### src/design/ett_pkg.sv
// ett_pkg: shared types and constants for the link metric block
// no dependencies
package ett_pkg;

  localparam int unsigned RateW   = 8;
  localparam int unsigned ClampW  = 7;
  localparam int unsigned ProdW   = 14;
  localparam int unsigned DelayW  = 24;
  localparam int unsigned SizeW   = 16;
  localparam int unsigned NumW    = 40;
  localparam int unsigned EtxW    = 20;
  localparam int unsigned MetricW = 32;
  localparam int unsigned ByteW   = 8;
  localparam int unsigned InW     = 64;
  localparam int unsigned OutW    = 48;

  localparam logic [ClampW-1:0]  RateCap     = 7'd100;
  localparam logic [NumW-1:0]    EtxNum      = 40'd1000000;
  localparam logic [DelayW-1:0]  DelayOffset = 24'd100;
  localparam logic [MetricW-1:0] ByteLimit   = 32'd2550;
  localparam logic [SizeW-1:0]   AvgReset    = 16'd1024;
  localparam logic [12:0]        TenthRecip  = 13'd6554;
  localparam logic [ByteW-1:0]   ByteBad     = 8'hff;

  // one word in flight through the divider row
  typedef struct packed {
    logic             good;
    logic [ProdW-1:0] den_e;
    logic [ProdW-1:0] rem_e;
    logic [NumW-1:0]  num_e;
    logic [SizeW-1:0] den_t;
    logic [SizeW-1:0] rem_t;
    logic [NumW-1:0]  num_t;
  } lane_t;

endpackage

### src/design/ett_cell.sv
// ett_cell: one restoring division step for both quotients
// depends on ett_pkg
module ett_cell (
  input  logic          clk_i,
  input  logic          rst_ni,
  input  logic          en_i,
  input  logic          valid_i,
  input  ett_pkg::lane_t lane_i,
  output logic          valid_o,
  output ett_pkg::lane_t lane_o
);

  logic           valid_q;
  ett_pkg::lane_t lane_q, lane_d;
  logic [ett_pkg::ProdW:0] trial_e;
  logic [ett_pkg::SizeW:0] trial_t;

  always_comb begin
    lane_d  = lane_i;
    trial_e = {lane_i.rem_e, lane_i.num_e[ett_pkg::NumW-1]};
    trial_t = {lane_i.rem_t, lane_i.num_t[ett_pkg::NumW-1]};
    if (trial_e >= {1'b0, lane_i.den_e}) begin
      lane_d.rem_e = ett_pkg::ProdW'(trial_e - {1'b0, lane_i.den_e});
      lane_d.num_e = {lane_i.num_e[ett_pkg::NumW-2:0], 1'b1};
    end else begin
      lane_d.rem_e = trial_e[ett_pkg::ProdW-1:0];
      lane_d.num_e = {lane_i.num_e[ett_pkg::NumW-2:0], 1'b0};
    end
    if (trial_t >= {1'b0, lane_i.den_t}) begin
      lane_d.rem_t = ett_pkg::SizeW'(trial_t - {1'b0, lane_i.den_t});
      lane_d.num_t = {lane_i.num_t[ett_pkg::NumW-2:0], 1'b1};
    end else begin
      lane_d.rem_t = trial_t[ett_pkg::SizeW-1:0];
      lane_d.num_t = {lane_i.num_t[ett_pkg::NumW-2:0], 1'b0};
    end
  end

  always_ff @(posedge clk_i or negedge rst_ni) begin
    if (!rst_ni) begin
      valid_q <= 1'b0;
    end else if (en_i) begin
      valid_q <= valid_i;
    end
  end

  always_ff @(posedge clk_i) begin
    if (en_i) begin
      lane_q <= lane_d;
    end
  end

  assign valid_o = valid_q;
  assign lane_o  = lane_q;

endmodule

### config.mk
export PLATFORM = sky130hd
export DESIGN_NAME = ett_cell
export DESIGN_NICKNAME = d
export VERILOG_FILES = /design/src/design/ett_pkg.sv /design/src/design/ett_cell.sv
export SDC_FILE = /design/constraint.sdc
export NUM_CORES = 1
export LEC_CHECK = 0
export BUFFER_PORTS_ARGS = -buffer_cell sky130_fd_sc_hd__buf_2
export CAP_MARGIN = 20
export CORE_UTILIZATION = 46
export DETAILED_ROUTE_END_ITERATION = 16
export PLACE_DENSITY = 0.75
export REMOVE_ABC_BUFFERS = 1
export SLEW_MARGIN = 20
export SYNTH_ARGS = -nofsm -noshare
export SYNTH_HDL_FRONTEND = slang
export SYNTH_SLANG_ARGS = --single-unit
### constraint.sdc
create_clock -name clk_i -period 1.1 [get_ports clk_i]
set_clock_uncertainty 0.1 [all_clocks]
set_input_delay 0.055 -clock clk_i [delete_from_list [all_inputs] [get_ports clk_i]]
set_output_delay 0.055 -clock clk_i [all_outputs]
set_load 0.005 [all_outputs]
==> results_dict.tcl <==
set metrics [dict create \
    status "complete, but fails checks" \
    violations "negative setup slack" \
    die_w_um 120 \
    peakVddDrop_v 0.00112 \
    grt_pass1_wl_um 39400 \
    end_kind "register" \
    cts-root-buf "clkbuf_16" \
    syn2layout_area_growth_pct 87.3 \
    drv_cap 0 \
    required_ns 1.18 \
    power.leakage_nw 5.30 \
    period_share_pct 186 \
    initialDrtViolationCount 739 \
    yosysMostFrequentCell "edfxtp_1" \
    cts_tree "done" \
    worst-setup-path-type "input port to register" \
    timing.slew.headroom_pct 74.6 \
    netlist_instances 443 \
    async_reset_ff_share_pct 0.704 \
    cts_buffer_depth 2 \
    num_rows 42 \
    drt_wl_total_um 29600 \
    syn_area_mm2 0.00638 \
    drc 0 \
    hold_class "input port to register" \
    synth_commonest_cells "141 x edfxtp_1, 39 x inv_1, 30 x ha_1, 27 x a21oi_1, 23 x nor2_1" \
    pwr_density_cell_mw_per_mm2 1410 \
    die-area_mm2 0.0144 \
    grt_max_degree 44 \
    cts.reportedPaths.clkPinSlew_ns 0.06 \
    worstPathMaxFanout 5 \
    htreeDepth 4 \
    whs_path_depth 4 \
    setup_viol 103 \
    fill_cells 514 \
    period_needed_ns 2.04 \
    grt_usage_pct 37.5 \
    portBuffers 286 \
    coreArea_mm2 0.0134 \
    yosysWarnings 0 \
    drive_gt1_share_pct 55.5 \
    post-place-ws_ns -1.41 \
    synthFlopType "edfxtp_1" \
    routabilityCongestion 0.878 \
    fmax_ghz 0.489 \
    worst_pin_slew_ns 0.377 \
    total_power_mw 16.9 \
    cts.sinks 142 \
    synth_cell_types 60 \
    firstDrtPassIters 5 \
    grt_pass1_vias 6992 \
    die_y_um 120 \
    synth.avg_cell_area_um2 14.4 \
    hold_viol 0 \
    dp_hpwl_um 14000 \
    avgViaCountPerCell 5.63 \
    boundaryPins 287 \
    synth_top_cell_by_area "edfxtp_1" \
    overflow 0 \
    ys_ff_latch 142 \
    crit_arrival_ns 2.13 \
    final_nets 1195 \
    avgRoutedWirePerCell_um 24.4 \
    synth.top_cell.area_share_pct 66.3 \
    rsz0062_at_grt "true" \
    synth.area.top_cells "edfxtp_1 66%, ha_1 5.9%, inv_1 2.3%" \
    clkLatencyLatePin_ns 0.43 \
    slew_viol_final 0 \
    cts_made_buffers 17 \
    vias 6808 \
    critPathLaunchType "input port" \
    start_util_pct 47.6 \
    reg2reg_depth 1 \
    antenna_found_initial 3 \
    synth_enable_flop_cells 141 \
    ant_nets 0 \
    synth-seq-area-share_pct 66.7 \
    setup_ws_ns -0.944 \
]
-- metrics by stage --
| stage | cells | hold WS [ns] | TNS, ns | cell area [um^2] | util (%) |
|---|---|---|---|---|---|
| floorplan | 433 | -0.341 | -46.55 | 6310 | - |
| global placement | 1000 | -0.269 | -37.55 | 8820 | 65.8 |
| detailed placement | 1000 | -0.262 | -39.94 | 8820 | 65.8 |
| CTS | 1197 | 0.00434 | -19.21 | 11700 | 87.4 |
| global route | 1210 | 0.0103 | -29.89 | 12000 | 89.2 |
| finish | 1210 | 0.0144 | -26.71 | 12000 | 89.2 |
-- per-layer routing --
| layer | wire, um | share of wire (%) | GRT usage, % |
|---|---|---|---|
| met3 | 2710 | 9.2 | 10.2 |
| met2 | 15200 | 51 | 67.2 |
| met1 | 9490 | 32 | 37.3 |
| met4 | 2180 | 7.4 | 26.7 |
| met5 | 0 | 0 | 0 |
-- flip-flops by register name, indices dropped and copies added, names as in the netlist --
signal and cells:
valid_o 1, lane_o 141
-- timing repair --
item,CTS,global route
endpoints found under the setup margin,69,149
buffers inserted,25,16
resized for setup,150,50
pin swaps,55,34
endpoints found under the hold margin,143,0
hold buffers,138,0
gates cloned,4,0
-- layout by cell type, fill, tap and decap left out, types with 5 or more instances in the layout --
| master | synthesis | routed |
|---|---|---|
| nand2_1 | 19 | 18 |
| inv_2 | 0 | 9 |
| nand4_1 | 6 | 6 |
| dlygate4sd3_1 | 0 | 138 |
| inv_4 | 1 | 9 |
| xnor2_1 | 11 | 11 |
| o21ai_2 | 1 | 5 |
| buf_4 | 0 | 124 |
| inv_1 | 39 | 20 |
| a21o_1 | 11 | 11 |
| nor3_1 | 6 | 5 |
| mux2_4 | 9 | 17 |
| o21ai_0 | 14 | 8 |
| clkinvlp_4 | 0 | 5 |
| nor2_1 | 23 | 20 |
| edfxtp_1 | 141 | 141 |
| nand3_1 | 10 | 8 |
| clkbuf_16 | 0 | 17 |
| buf_8 | 1 | 11 |
| xor2_1 | 9 | 9 |
| ha_4 | 0 | 24 |
| buf_2 | 4 | 261 |
| ha_1 | 30 | 5 |
| nand2b_1 | 6 | 5 |
| buf_6 | 2 | 26 |
| a21oi_1 | 27 | 20 |
-- critical path: stages --
cell	delay, ns
buf_6	0.10
ha_4	0.26
a21o_1	0.21
a221o_1	0.38
a221oi_4	0.34
a32oi_4	0.20
buf_6	0.17
buf_16	0.13
mux2_4	0.29
-- area by class of cell --
class / instances / area, um^2 / area share [%]
flip-flops and latches: 142 / 4260 / 35.6
repair buffers: 565 / 4180 / 35.0
multi-input cells: 251 / 2530 / 21.2
clock buffers: 17 / 425 / 3.56
well taps: 176 / 220 / 1.84
inverters: 40 / 185 / 1.55
clock inverters: 15 / 139 / 1.16
repair inverters: 1 / 7.51 / 0.0628
diodes: 3 / 7.51 / 0.0628
-- report_power, final --
group	total, mW	leakage, nW	switching, mW	internal, mW
clock	5.74	0.265	2.59	3.15
combinational	4.36	3.64	2.01	2.35
sequential	6.77	1.39	0.193	6.58
-- cell families after synthesis --
logic type | synth area share [%]
mux | 4.17
compound gates | 9.19
fa+ha+maj | 6.51
buf+inv | 3.51
xor+xnor | 2.74
simple gates | 7.15
flops | 66.7
-- worst paths after layout --
kind	to	from	slack, ns
worst min register to register	valid_o$_DFFE_PN0P_	valid_o$_DFFE_PN0P_	0.48
max in group asynchronous	valid_o$_DFFE_PN0P_	rst_ni	0.39
worst max register to register	valid_o$_DFFE_PN0P_	valid_o$_DFFE_PN0P_	0.20
worst max-delay path	lane_o[42]$_DFFE_PP_	lane_i[46]	-0.94
min in group asynchronous	valid_o$_DFFE_PN0P_	rst_ni	0.40
worst min-delay path	lane_o[55]$_DFFE_PP_	lane_i[54]	0.01
Note: power is estimated with default switching activity, not from simulation.
